`src/design/fat_volume_layout_calc_core_macros.svh`:
```
// assertion macros shared by the fat layout calculator modules
// expects clk and rst_n in the scope of each use
`ifndef FAT_VOLUME_LAYOUT_CALC_CORE_MACROS_SVH
`define FAT_VOLUME_LAYOUT_CALC_CORE_MACROS_SVH

// same-cycle implication
`define FVL_ASSERT_IMPL(lbl, ante, cons) \
  lbl: assert property (@(posedge clk) disable iff (!rst_n) (ante) |-> (cons)) \
    else $error("fvl check failed");

// next-cycle implication
`define FVL_ASSERT_NEXT(lbl, ante, cons) \
  lbl: assert property (@(posedge clk) disable iff (!rst_n) (ante) |=> (cons)) \
    else $error("fvl check failed");

`endif

```
`src/design/fvl_pkg.sv`:
```
// shared types and constants of the fat layout calculator
// used by the controller, datapath and top level
`timescale 1ns / 1ps

package fvl_pkg;

  localparam int unsigned OUT_W = 232;

  localparam logic [31:0] CAP_RESET     = 32'(30435 * 2048);
  localparam logic [31:0] FAT16_ALIGN   = 32'd128;
  localparam logic [31:0] FAT32_ALIGN   = 32'd8192;
  localparam logic [31:0] FAT16_CL_MIN  = 32'd4085;
  localparam logic [31:0] FAT_CL_LIMIT  = 32'd65525;
  localparam logic [31:0] PT_SMALL_LIM  = 32'd32680;
  localparam logic [31:0] PT_MID_LIM    = 32'd65536;
  localparam logic [32:0] CHS_LIMIT_LBN = 33'd16450560;
  localparam logic [31:0] CYL_MAX       = 32'd1023;
  localparam logic [21:0] MB_HEADS_128  = 22'd4032;

  localparam logic [7:0] PTYPE_FAT12     = 8'h01;
  localparam logic [7:0] PTYPE_FAT16_SM  = 8'h04;
  localparam logic [7:0] PTYPE_FAT16     = 8'h06;
  localparam logic [7:0] PTYPE_FAT32     = 8'h0B;
  localparam logic [7:0] PTYPE_FAT32_LBA = 8'h0C;

  typedef enum logic [2:0] {
    ST_OK        = 3'd0,
    ST_ZERO      = 3'd1,
    ST_SMALL     = 3'd2,
    ST_FAT16_BAD = 3'd3,
    ST_FAT32_FEW = 3'd4,
    ST_CYL_OVER  = 3'd5
  } status_code_t;

  typedef enum logic [1:0] {
    DIV_BEG_HS,
    DIV_BEG_SPT,
    DIV_END_HS,
    DIV_END_SPT
  } div_sel_t;

  typedef struct packed {
    logic         load;
    logic         classify;
    logic         geom;
    logic         srch_nc;
    logic         srch_fs;
    logic         srch_adv;
    logic         fin1;
    logic         fin2;
    logic         fin3;
    logic         div_start;
    div_sel_t     div_sel;
    logic         publish;
    status_code_t pub_status;
  } dp_cmd_t;

  typedef struct packed {
    logic zero;
    logic small_card;
    logic fat32;
    logic search_done;
    logic nc_bad;
    logic cyl_over;
    logic div_busy;
    logic div_done;
  } dp_stat_t;

endpackage

```
`src/design/fvl_div.sv`:
```
// restoring divider, one quotient bit per cycle
// depends on nothing; used by the datapath for chs arithmetic
`timescale 1ns / 1ps

module fvl_div (
  input  logic        clk,
  input  logic        rst_n,
  input  logic        start,
  input  logic [31:0] dividend,
  input  logic [13:0] divisor,
  output logic        busy,
  output logic        done,
  output logic [31:0] quot,
  output logic [13:0] rem
);

  localparam int unsigned DIV_W = 32;

  logic        busy_r, busy_nxt;
  logic        done_r, done_nxt;
  logic [4:0]  cnt_r, cnt_nxt;
  logic [31:0] quo_r, quo_nxt;
  logic [13:0] rem_r, rem_nxt;
  logic [13:0] dvs_r, dvs_nxt;
  logic [14:0] trial;
  logic [14:0] diff;

  // one trial subtraction a cycle
  always_comb begin
    trial    = {rem_r, quo_r[DIV_W-1]};
    diff     = trial - {1'b0, dvs_r};
    busy_nxt = busy_r;
    done_nxt = 1'b0;
    cnt_nxt  = cnt_r;
    quo_nxt  = quo_r;
    rem_nxt  = rem_r;
    dvs_nxt  = dvs_r;
    if (start) begin
      busy_nxt = 1'b1;
      cnt_nxt  = '0;
      quo_nxt  = dividend;
      rem_nxt  = '0;
      dvs_nxt  = divisor;
    end else if (busy_r) begin
      if (trial >= {1'b0, dvs_r}) begin
        rem_nxt = diff[13:0];
        quo_nxt = {quo_r[DIV_W-2:0], 1'b1};
      end else begin
        rem_nxt = trial[13:0];
        quo_nxt = {quo_r[DIV_W-2:0], 1'b0};
      end
      cnt_nxt = cnt_r + 5'd1;
      if (cnt_r == 5'(DIV_W - 1)) begin
        busy_nxt = 1'b0;
        done_nxt = 1'b1;
      end
    end
  end

  always_ff @(posedge clk) begin
    if (!rst_n) begin
      busy_r <= 1'b0;
      done_r <= 1'b0;
      cnt_r  <= '0;
    end else begin
      busy_r <= busy_nxt;
      done_r <= done_nxt;
      cnt_r  <= cnt_nxt;
    end
    quo_r <= quo_nxt;
    rem_r <= rem_nxt;
    dvs_r <= dvs_nxt;
  end

  assign busy = busy_r;
  assign done = done_r;
  assign quot = quo_r;
  assign rem  = rem_r;

endmodule

```
`src/design/fvl_dp.sv`:
```
// datapath: clamp, geometry, aligned search, layout fields and chs
// depends on fvl_pkg and fvl_div
`timescale 1ns / 1ps

module fvl_dp (
  input  logic                    clk,
  input  logic                    rst_n,
  input  logic                    cfg_wr_en,
  input  logic [31:0]             cfg_wr_data,
  input  logic [31:0]             card_blocks,
  input  logic                    high_capacity,
  input  fvl_pkg::dp_cmd_t        cmd,
  output fvl_pkg::dp_stat_t       stat,
  output logic [fvl_pkg::OUT_W-1:0] result
);
  import fvl_pkg::*;

  logic [31:0] cap_r;
  logic [31:0] blocks_r;
  logic        hc_r;
  logic [21:0] mb_r;
  logic [2:0]  sh_r;
  logic [7:0]  heads_r;
  logic [5:0]  spt_r;
  logic [31:0] ds_r, nc_r, fs_r, rel_r, prod_r, psize_r, endl_r;
  logic [15:0] rsv_r;
  logic [7:0]  ptype_r;
  logic [31:0] cb_r, ce_r;
  logic [13:0] rb_r, re_r;
  logic [7:0]  hb_r, he_r;
  logic [5:0]  sb_r, se_r;
  logic [OUT_W-1:0] result_r;

  logic [32:0] mb_sum;
  logic [2:0]  sh_nxt;
  logic [7:0]  heads_nxt;
  logic [31:0] nc_nxt;
  logic [32:0] fs_sum;
  logic [32:0] need;
  logic [13:0] hs;
  logic [31:0] div_a;
  logic [13:0] div_b;
  logic        div_busy, div_done;
  logic [31:0] div_q;
  logic [13:0] div_rm;
  logic [32:0] lim_sum;
  logic [7:0]  spc;
  logic        geo, part, full;
  logic [23:0] chs_b, chs_e;

  // capacity in mb, rounded up
  assign mb_sum = {1'b0, blocks_r} + 33'd2047;

  // cluster size and head count by capacity
  always_comb begin
    if (mb_r <= 22'd16)         sh_nxt = 3'd1;
    else if (mb_r <= 22'd32)    sh_nxt = 3'd2;
    else if (mb_r <= 22'd64)    sh_nxt = 3'd3;
    else if (mb_r <= 22'd128)   sh_nxt = 3'd4;
    else if (mb_r <= 22'd1024)  sh_nxt = 3'd5;
    else if (mb_r <= 22'd32768) sh_nxt = 3'd6;
    else                        sh_nxt = 3'd7;
    if (mb_r <= 22'd16)               heads_nxt = 8'd2;
    else if (mb_r <= 22'd32)          heads_nxt = 8'd4;
    else if (mb_r <= 22'd128)         heads_nxt = 8'd8;
    else if (mb_r <= 22'd504)         heads_nxt = 8'd16;
    else if (mb_r <= 22'd1008)        heads_nxt = 8'd32;
    else if (mb_r <= 22'd2016)        heads_nxt = 8'd64;
    else if (mb_r <= MB_HEADS_128)    heads_nxt = 8'd128;
    else                              heads_nxt = 8'd255;
  end

  // search terms: cluster count, fat size, data start bound
  assign nc_nxt = (blocks_r <= ds_r) ? 32'd0 : ((blocks_r - ds_r) >> sh_r);
  assign fs_sum = hc_r ? (({1'b0, nc_r} + 33'd129) >> 7) : (({1'b0, nc_r} + 33'd257) >> 8);
  assign need   = hc_r ? ({1'b0, FAT32_ALIGN} + 33'd9 + {fs_r, 1'b0})
                       : (33'd161 + {fs_r, 1'b0});

  // divider operand selection
  assign hs = 14'(heads_r * spt_r);
  always_comb begin
    case (cmd.div_sel)
      DIV_BEG_HS: begin
        div_a = rel_r;
        div_b = hs;
      end
      DIV_BEG_SPT: begin
        div_a = {18'd0, rb_r};
        div_b = {8'd0, spt_r};
      end
      DIV_END_HS: begin
        div_a = endl_r;
        div_b = hs;
      end
      DIV_END_SPT: begin
        div_a = {18'd0, re_r};
        div_b = {8'd0, spt_r};
      end
      default: begin
        div_a = rel_r;
        div_b = hs;
      end
    endcase
  end

  fvl_div u_div (
    .clk      (clk),
    .rst_n    (rst_n),
    .start    (cmd.div_start),
    .dividend (div_a),
    .divisor  (div_b),
    .busy     (div_busy),
    .done     (div_done),
    .quot     (div_q),
    .rem      (div_rm)
  );

  assign lim_sum = {1'b0, rel_r} + {1'b0, psize_r};

  // config register
  always_ff @(posedge clk) begin
    if (!rst_n) begin
      cap_r <= CAP_RESET;
    end else if (cfg_wr_en) begin
      cap_r <= cfg_wr_data;
    end
  end

  // working registers
  always_ff @(posedge clk) begin
    if (cmd.load) begin
      blocks_r <= (card_blocks > cap_r) ? cap_r : card_blocks;
      hc_r     <= high_capacity;
    end
    if (cmd.classify) begin
      mb_r <= mb_sum[32:11];
    end
    if (cmd.geom) begin
      sh_r    <= sh_nxt;
      heads_r <= heads_nxt;
      spt_r   <= (mb_r <= 22'd256) ? 6'd32 : 6'd63;
      ds_r    <= hc_r ? {FAT32_ALIGN[30:0], 1'b0} : {FAT16_ALIGN[30:0], 1'b0};
    end
    if (cmd.srch_nc) begin
      nc_r <= nc_nxt;
    end
    if (cmd.srch_fs) begin
      fs_r <= fs_sum[31:0];
    end
    if (cmd.srch_adv) begin
      ds_r <= ds_r + (hc_r ? FAT32_ALIGN : FAT16_ALIGN);
    end
    if (cmd.fin1) begin
      rel_r  <= hc_r ? FAT32_ALIGN : (ds_r - {fs_r[30:0], 1'b0} - 32'd33);
      rsv_r  <= hc_r ? 16'(ds_r - FAT32_ALIGN - {fs_r[30:0], 1'b0}) : 16'd1;
      prod_r <= nc_r << sh_r;
    end
    if (cmd.fin2) begin
      psize_r <= hc_r ? (prod_r + ds_r - FAT32_ALIGN)
                      : (prod_r + {fs_r[30:0], 1'b0} + 32'd33);
    end
    if (cmd.fin3) begin
      endl_r <= rel_r + psize_r - 32'd1;
      if (hc_r)                       ptype_r <= (lim_sum <= CHS_LIMIT_LBN) ? PTYPE_FAT32
                                                                         : PTYPE_FAT32_LBA;
      else if (psize_r < PT_SMALL_LIM) ptype_r <= PTYPE_FAT12;
      else if (psize_r < PT_MID_LIM)   ptype_r <= PTYPE_FAT16_SM;
      else                             ptype_r <= PTYPE_FAT16;
    end
    // capture divider results
    if (div_done) begin
      case (cmd.div_sel)
        DIV_BEG_HS: begin
          cb_r <= div_q;
          rb_r <= div_rm;
        end
        DIV_BEG_SPT: begin
          hb_r <= div_q[7:0];
          sb_r <= div_rm[5:0] + 6'd1;
        end
        DIV_END_HS: begin
          ce_r <= div_q;
          re_r <= div_rm;
        end
        DIV_END_SPT: begin
          he_r <= div_q[7:0];
          se_r <= div_rm[5:0] + 6'd1;
        end
        default: begin
          cb_r <= div_q;
          rb_r <= div_rm;
        end
      endcase
    end
    if (cmd.publish) begin
      result_r <= {7'd0,
                   full ? chs_e : 24'd0,
                   full ? chs_b : 24'd0,
                   geo ? ds_r : 32'd0,
                   geo ? fs_r : 32'd0,
                   part ? rsv_r : 16'd0,
                   part ? ptype_r : 8'd0,
                   part ? psize_r : 32'd0,
                   geo ? rel_r : 32'd0,
                   geo ? spt_r : 6'd0,
                   geo ? heads_r : 8'd0,
                   geo ? spc : 8'd0,
                   cmd.pub_status};
    end
  end

  // field masking by outcome
  assign spc   = 8'd1 << sh_r;
  assign geo   = (cmd.pub_status != ST_ZERO) && (cmd.pub_status != ST_SMALL);
  assign part  = (cmd.pub_status == ST_OK) || (cmd.pub_status == ST_CYL_OVER);
  assign full  = (cmd.pub_status == ST_OK);
  assign chs_b = {cb_r[9:0], hb_r, sb_r};
  assign chs_e = (ce_r > CYL_MAX) ? {CYL_MAX[9:0], 8'd254, 6'd63} : {ce_r[9:0], he_r, se_r};

  // status toward the controller
  always_comb begin
    stat.zero        = (blocks_r == 32'd0);
    stat.small_card  = (mb_r <= 22'd6);
    stat.fat32       = hc_r;
    stat.search_done = ({1'b0, ds_r} >= need);
    stat.nc_bad      = hc_r ? (nc_r < FAT_CL_LIMIT)
                            : ((nc_r < FAT16_CL_MIN) || (nc_r >= FAT_CL_LIMIT));
    stat.cyl_over    = (cb_r > CYL_MAX);
    stat.div_busy    = div_busy;
    stat.div_done    = div_done;
  end

  assign result = result_r;

endmodule

```
`src/design/fvl_ctrl.sv`:
```
// controller: sequences load, search, layout steps, divisions and output
// depends on fvl_pkg and the assertion macro header
`timescale 1ns / 1ps
`include "fat_volume_layout_calc_core_macros.svh"

module fvl_ctrl (
  input  logic              clk,
  input  logic              rst_n,
  input  logic              in_tvalid,
  output logic              in_tready,
  output logic              out_tvalid,
  input  logic              out_tready,
  input  fvl_pkg::dp_stat_t stat,
  output fvl_pkg::dp_cmd_t  cmd
);
  import fvl_pkg::*;

  typedef enum logic [3:0] {
    S_IDLE, S_CLASS, S_GEOM, S_SRCH_NC, S_SRCH_FS, S_SRCH_CHK,
    S_FIN1, S_FIN2, S_FIN3, S_DIV_GO, S_DIV_WAIT, S_PUB
  } state_t;

  state_t       state_r, state_nxt;
  div_sel_t     sel_r, sel_nxt;
  status_code_t pub_r, pub_nxt;
  logic         out_valid_r, out_valid_nxt;
  logic         slot_free;

  assign slot_free = !out_valid_r || out_tready;
  assign in_tready = (state_r == S_IDLE);

  // next state and commands
  always_comb begin
    state_nxt      = state_r;
    sel_nxt        = sel_r;
    pub_nxt        = pub_r;
    cmd            = '0;
    cmd.div_sel    = sel_r;
    cmd.pub_status = pub_r;
    case (state_r)
      S_IDLE: begin
        if (in_tvalid) begin
          cmd.load  = 1'b1;
          state_nxt = S_CLASS;
        end
      end
      S_CLASS: begin
        cmd.classify = 1'b1;
        state_nxt    = S_GEOM;
      end
      S_GEOM: begin
        cmd.geom = 1'b1;
        if (stat.zero) begin
          pub_nxt   = ST_ZERO;
          state_nxt = S_PUB;
        end else if (stat.small_card) begin
          pub_nxt   = ST_SMALL;
          state_nxt = S_PUB;
        end else begin
          state_nxt = S_SRCH_NC;
        end
      end
      S_SRCH_NC: begin
        cmd.srch_nc = 1'b1;
        state_nxt   = S_SRCH_FS;
      end
      S_SRCH_FS: begin
        cmd.srch_fs = 1'b1;
        state_nxt   = S_SRCH_CHK;
      end
      S_SRCH_CHK: begin
        if (stat.search_done) begin
          state_nxt = S_FIN1;
        end else begin
          cmd.srch_adv = 1'b1;
          state_nxt    = S_SRCH_NC;
        end
      end
      S_FIN1: begin
        cmd.fin1  = 1'b1;
        state_nxt = S_FIN2;
      end
      S_FIN2: begin
        cmd.fin2  = 1'b1;
        state_nxt = S_FIN3;
      end
      S_FIN3: begin
        cmd.fin3 = 1'b1;
        if (stat.nc_bad) begin
          pub_nxt   = stat.fat32 ? ST_FAT32_FEW : ST_FAT16_BAD;
          state_nxt = S_PUB;
        end else begin
          sel_nxt   = DIV_BEG_HS;
          state_nxt = S_DIV_GO;
        end
      end
      S_DIV_GO: begin
        cmd.div_start = 1'b1;
        state_nxt     = S_DIV_WAIT;
      end
      S_DIV_WAIT: begin
        if (stat.div_done) begin
          case (sel_r)
            DIV_BEG_HS: begin
              sel_nxt   = DIV_BEG_SPT;
              state_nxt = S_DIV_GO;
            end
            DIV_BEG_SPT: begin
              if (stat.cyl_over) begin
                pub_nxt   = ST_CYL_OVER;
                state_nxt = S_PUB;
              end else begin
                sel_nxt   = DIV_END_HS;
                state_nxt = S_DIV_GO;
              end
            end
            DIV_END_HS: begin
              sel_nxt   = DIV_END_SPT;
              state_nxt = S_DIV_GO;
            end
            DIV_END_SPT: begin
              pub_nxt   = ST_OK;
              state_nxt = S_PUB;
            end
            default: begin
              state_nxt = S_IDLE;
            end
          endcase
        end
      end
      S_PUB: begin
        if (slot_free) begin
          cmd.publish = 1'b1;
          state_nxt   = S_IDLE;
        end
      end
      default: begin
        state_nxt = S_IDLE;
      end
    endcase
    // output slot: set on publish, cleared on transfer
    if (cmd.publish)      out_valid_nxt = 1'b1;
    else if (out_tready)  out_valid_nxt = 1'b0;
    else                  out_valid_nxt = out_valid_r;
  end

  always_ff @(posedge clk) begin
    if (!rst_n) begin
      state_r     <= S_IDLE;
      sel_r       <= DIV_BEG_HS;
      pub_r       <= ST_OK;
      out_valid_r <= 1'b0;
    end else begin
      state_r     <= state_nxt;
      sel_r       <= sel_nxt;
      pub_r       <= pub_nxt;
      out_valid_r <= out_valid_nxt;
    end
  end

  assign out_tvalid = out_valid_r;

  `FVL_ASSERT_IMPL(a_pub_slot, cmd.publish, !out_valid_r || out_tready)
  `FVL_ASSERT_IMPL(a_div_idle, cmd.div_start, !stat.div_busy)
  `FVL_ASSERT_NEXT(a_load_class, in_tvalid && in_tready, state_r == S_CLASS)
  `FVL_ASSERT_IMPL(a_done_wait, stat.div_done, state_r == S_DIV_WAIT)

endmodule

```
`src/design/fat_volume_layout_calc_core.sv`:
```
// FAT layout calculator for SD cards: one input transfer (block count and a
// high-capacity flag) gives one result transfer with status, cluster size,
// fake geometry, partition fields, FAT size, data start and packed CHS.
// Items are handled one at a time. An item runs the load and layout steps and
// the aligned data start search (up to about 2000 steps for a very large card
// in FAT16 mode, a few dozen in FAT32 mode), plus up to four divisions on the
// one shared bit-serial divider that forms the CHS values. A finished result
// waits in an output register, and a new item is taken while it waits.
// block_cap is to be written via cfg_wr_en only while idle; the block does not enforce this.
// Depends on fvl_pkg, fvl_ctrl, fvl_dp and fvl_div.
`timescale 1ns / 1ps

module fat_volume_layout_calc_core (
  input  logic                      clk,
  input  logic                      rst_n,
  input  logic                      cfg_wr_en,
  input  logic [31:0]               cfg_wr_data,   // block_cap
  input  logic                      in_tvalid,
  output logic                      in_tready,
  input  logic [31:0]               in_tdata,      // card_blocks[31:0]
  input  logic                      in_tuser,      // high_capacity
  output logic                      out_tvalid,
  input  logic                      out_tready,
  // status[2:0], sectors_per_cluster[10:3], head_count[18:11],
  // sectors_per_track[24:19], partition_start[56:25], partition_size[88:57],
  // partition_type[96:89], reserved_sectors[112:97], fat_sectors[144:113],
  // data_start[176:145], chs_begin[200:177], chs_end[224:201], zero pad above
  output logic [fvl_pkg::OUT_W-1:0] out_tdata
);
  import fvl_pkg::*;

  dp_cmd_t  cmd;
  dp_stat_t stat;

  // sequencing
  fvl_ctrl u_ctrl (
    .clk        (clk),
    .rst_n      (rst_n),
    .in_tvalid  (in_tvalid),
    .in_tready  (in_tready),
    .out_tvalid (out_tvalid),
    .out_tready (out_tready),
    .stat       (stat),
    .cmd        (cmd)
  );

  // arithmetic and result register
  fvl_dp u_dp (
    .clk           (clk),
    .rst_n         (rst_n),
    .cfg_wr_en     (cfg_wr_en),
    .cfg_wr_data   (cfg_wr_data),
    .card_blocks   (in_tdata),
    .high_capacity (in_tuser),
    .cmd           (cmd),
    .stat          (stat),
    .result        (out_tdata)
  );

endmodule

```
`config.mk`:
```
export PLATFORM = sky130hd
export DESIGN_NAME = fat_volume_layout_calc_core
export DESIGN_NICKNAME = d
export VERILOG_FILES = /design/src/design/fvl_pkg.sv /design/src/design/fvl_div.sv /design/src/design/fvl_dp.sv /design/src/design/fvl_ctrl.sv /design/src/design/fat_volume_layout_calc_core.sv
export VERILOG_INCLUDE_DIRS = /design/src /design/src/design
export SDC_FILE = /design/constraint.sdc
export NUM_CORES = 2
export LEC_CHECK = 0
export ABC_CLOCK_PERIOD_IN_PS = 15000
export BUFFER_PORTS_ARGS = -buffer_cell sky130_fd_sc_hd__buf_4
export CAP_MARGIN = 20
export CORE_AREA = 3 3 279 281
export DETAILED_ROUTE_END_ITERATION = 12
export DIE_AREA = 0 0 282 284
export GPL_TIMING_DRIVEN = 1
export HOLD_SLACK_MARGIN = 0.06
export PLACE_DENSITY_LB_ADDON = 0.08
export SLEW_MARGIN = 10
export SYNTH_ARGS = -nofsm -noshare
export SYNTH_HDL_FRONTEND = slang
export SYNTH_SLANG_ARGS = --single-unit
```
`constraint.sdc`:
```
create_clock -name clk -period 15 [get_ports clk]
set_clock_uncertainty 0.05 [all_clocks]
set_input_delay 0 -clock clk [delete_from_list [all_inputs] [get_ports clk]]
set_output_delay 0 -clock clk [all_outputs]
set_load 0.1 [all_outputs]
```
==> key figures <==
Timing
  – Max frequency: 189 MHz
  – Worst slew pin tran: 1.06 ns
  – Minimum clock period after layout: 5.29 ns
  – Max-slew headroom: 29.2%
  – Fin. Hold Viols: 0
  – Final worst slack: 9.71 ns
  – Final Max Tran Viols: 0
  – Period utilization: 35.2%
  – Smallest hold slack: 0.134 ns
  – Fin Setup TNS: 0 ns
  – Final setup viols: 0
  – RSZ-0062 raised after global routing: no

CTS
  – Clock sink total: 731
  – Clock root buffer: clkbuf_16
  – CTS buffer count: 80
  – CTS tree: built
  – Post-CTS resize count: 0
  – Clk buf depth: 3
  – Htree depth: 3
  – Clk slew on worst S/H paths: 0.06 ns
  – Worst-skew pair later-pin latency: 0.65 ns

Synthesis
  – Post-synth top area cell: edfxtp_1
  – Syn Area/Cell: 10.5 µm²
  – Post-synthesis compound-gate area fraction: 13.4%
  – Adder-Cell Fraction of Synth Area: 11.8%
  – Ys Warns: 0
  – Post-synthesis mux area share: 4.15%
  – Simple-gate share of the synthesized area: 13.6%
  – Sequential area share after synthesis: 47.2%
  – Share of flip-flops with an asynchronous set or reset: 0%
  – XOR/XNOR share of the synthesized area: 4.67%
  – Synthesized flop and latch total: 731
  – Commonest cells in the netlist: 668 x edfxtp_1, 413 x nor2_1, 388 x inv_1, 375 x ha_1, 243 x nand2_1
  – Combinational family with the most area after synthesis: simple AND/OR/NAND/NOR gates
  – Post-Synthesis Cells: 4311
  – Synth Cell Area: 0.0452 mm²
  – Post-synth cell types: 97
  – Most common cell in the synthesized netlist: edfxtp_1
  – Synth area leaders: edfxtp_1 44%, ha_1 10%, nor2_1 3.4%, inv_1 3.2%, xnor2_1 2.9%
  – Share of the synthesized area in the top cell type: 44.4%
  – EDFF count, synth: 668
  – Synth Flop Type: edfxtp_1

Finish
  – Ratio of cells with drive above 1 in the final layout: 12.6%
  – Design Area, Final: 0.0522 mm²
  – Final #Nets: 5150
  – Fill count: 5704
  – P&R area growth vs syn: 15.5%

Floorplan
  – Die W: 282 µm
  – Core Area: 0.0757 mm²
  – Die ar.: 0.0801 mm²
  – # IOs: 304
  – Die height: 284 µm
  – Site Rows: 101
  – Initial Util: 59.7%

Worst setup path
  – R2r endpoint: u_dp.ds_r[12]
  – Max FO, Critical Path: 77
  – Crit Reg-Reg Startpoint: u_dp.hc_r
  – Worst Setup Path Type: flop to flop
  – CP Depth: 18
  – Buffers & Inverters on Critical Path: 2
  – Critical Path Sink Type: flop
  – Crit path launch type: flop
  – Most used cell, CP: a21o_1
  – Critical Path RT: 15.20 ns
  – Crit path cell chain: buf_4 -> and4_1 -> o21ai_0 -> nand2_1 -> a22o_1 -> nand2b_1 -> nor2_1 -> xnor2_1 -> ha_1 -> a21o_1 -> a21o_1 -> a21o_1 -> a21oi_1 -> o21ai_0 -> a2111oi_1 -> o21ai_1 -> buf_4 -> nand2_1
  – Worst EP arrival: 5.49 ns
  – Slowest stage delay, CP: 0.80 ns
  – Setup slack, reg-to-reg: 9.71 ns
  – CP delay by family, top: compound AO/OA/AOI/OAI gates
  – FF-to-FF path depth: 18
  – CP max-delay cell: nand2_1
  – Crit path launch: u_dp.hc_r
  – Critical path endpoint: u_dp.ds_r[12]

Drt
  – Drt pass-1 iters: 7
  – Routed vias/inst: 6.09
  – WL met1: 53400 µm
  – Total routed wirelength: 131000 µm
  – Via Count: 34800
  – Routed Antenna Nets: 0
  – Met3 wire len: 8920 µm
  – Top sig layer: met5
  – Iter 0 DRT Violations: 3197
  – Metal2 WL: 61900 µm
  – Drt wl/cell: 22.8 µm
  – DRC Markers: 0

Place
  – Placed cell areas: 0.0481 mm²
  – Placer Congestion: 0.998
  – Port Buf Inserts: 279
  – Detailed Place HPWL: 95600 µm
  – Worst slack at placement: 9.82 ns

Power
  – VDD IR max: 0.0000996 V
  – LEAKAGE: 20.7 nW
  – Tot Pwr: 0.00586 W
  – Power per standard cell area: 112 mW/mm²

Outcome
  – Run status: finished, final reports clean

Global routing
  – Global route total overflow: 0
  – Largest net degree at the start of global routing: 78
  – Global Route Usage Sum: 32.1%
  – Initial antenna violation count: 7
  – Global-route wire length before repair: 197000 µm
  – Vias in the first global route: 33400

Run
  – Max-cap violations: 0

Min path
  – HP Class: input port to flop
-- power by group --
part           switching (W)  internal (W)  leakage, nW
Sequential          0.000130       0.00235         6.52
Combinational       0.000809      0.000531         12.9
Clock               0.000845       0.00119         1.31
-- metal layers --
| metal | global-route usage, % | up-vias |
|---|---|---|
| met1 | 42.3 | 16800 |
| met3 | 4.46 | 341 |
| met4 | 14.4 | 2 |
| li1 | - | 16300 |
| met2 | 52.8 | 1458 |
| met5 | 0 | - |
-- worst min path at each step --
| stage | from | to | slack, ns | cells past startpoint |
|---|---|---|---|---|
| final | in_tuser | u_dp.hc_r | 0.13 | 2 |
| after global routing | in_tuser | u_dp.hc_r | 0.12 | 2 |
| after CTS | in_tuser | u_dp.hc_r | 0.10 | 2 |
| after detailed placement | cfg_wr_data[21] | u_dp.cap_r[21] | 0.17 | 3 |
| after global placement | cfg_wr_data[21] | u_dp.cap_r[21] | 0.17 | 3 |
| after floorplan | in_tuser | u_dp.hc_r | 0.05 | 0 |
-- registers in the layout (all words and copies together), names as in the netlist, 22 cells and up --
signal	count
u_dp.result	204
u_dp.blocks_r	32
u_dp.cap_r	32
u_dp.cb_r	32
u_dp.ce_r	32
u_dp.endl_r	32
u_dp.nc_r	32
u_dp.prod_r	32
u_dp.psize_r	32
u_dp.rel_r	32
u_dp.u_div.quot	32
u_dp.fs_r	26
u_dp.ds_r	25
u_dp.mb_r	22
-- through the flow --
step           utilization, %  cells
4_1_cts                  68.9   5716
2_1_floorplan               -   4337
6_report                 68.9   5720
5_1_grt                  68.9   5719
3_5_place_dp             63.5   5433
3_3_place_gp             63.5   5433
-- layout by cell type, fill, tap and decap left out, types with 78 or more instances in the layout --
master / instances
and2_1: 78
ha_1: 375
nor3_1: 108
inv_1: 386
a21o_1: 96
nor2_1: 411
nor2b_1: 78
xnor2_1: 147
xor2_1: 93
dlygate4sd3_1: 136
o21ai_0: 155
buf_4: 320
nand2_1: 243
edfxtp_1: 668
clkbuf_16: 82
a21oi_1: 238
nand3_1: 79
mux2i_1: 87
-- cell families (layout without fill, tap and decap cells) --
family,after synthesis,count (layout)
AO/OA/AOI/OAI,908,908
XOR/XNOR,241,241
adder cells (fa/ha/maj),406,406
buffers and inverters,591,993
flip-flops,731,731
multiplexers,167,167
other,1,30
AND/OR/NAND/NOR,1266,1266
-- final cells by class --
type | count | area (µm²) | share of cell area [%]
inverter | 390 | 1460 | 2.81
antenna | 3 | 7.51 | 0.0144
clock inverter | 44 | 561 | 1.07
tap | 978 | 1220 | 2.34
sequential | 731 | 21300 | 40.9
multi-input combinational | 3015 | 21700 | 41.5
clock buffer | 103 | 2170 | 4.16
timing repair buffer | 456 | 3760 | 7.21
-- worst reg2reg max path, cell delays in order, from the launching register on --
cell	delay, ns
edfxtp_1	0.36
buf_4	0.63
and4_1	0.38
o21ai_0	0.09
nand2_1	0.08
a22o_1	0.19
nand2b_1	0.16
nor2_1	0.16
xnor2_1	0.13
ha_1	0.27
a21o_1	0.16
a21o_1	0.18
a21o_1	0.17
a21oi_1	0.13
o21ai_0	0.15
a2111oi_1	0.43
o21ai_1	0.13
buf_4	0.24
nand2_1	0.81
-- timing repair --
item / CTS / global route
hold buffers: 136 / 0
endpoints found under the hold margin: 86 / 0
buffers inserted: 0 / 0
(Power assumes the default switching activity.)
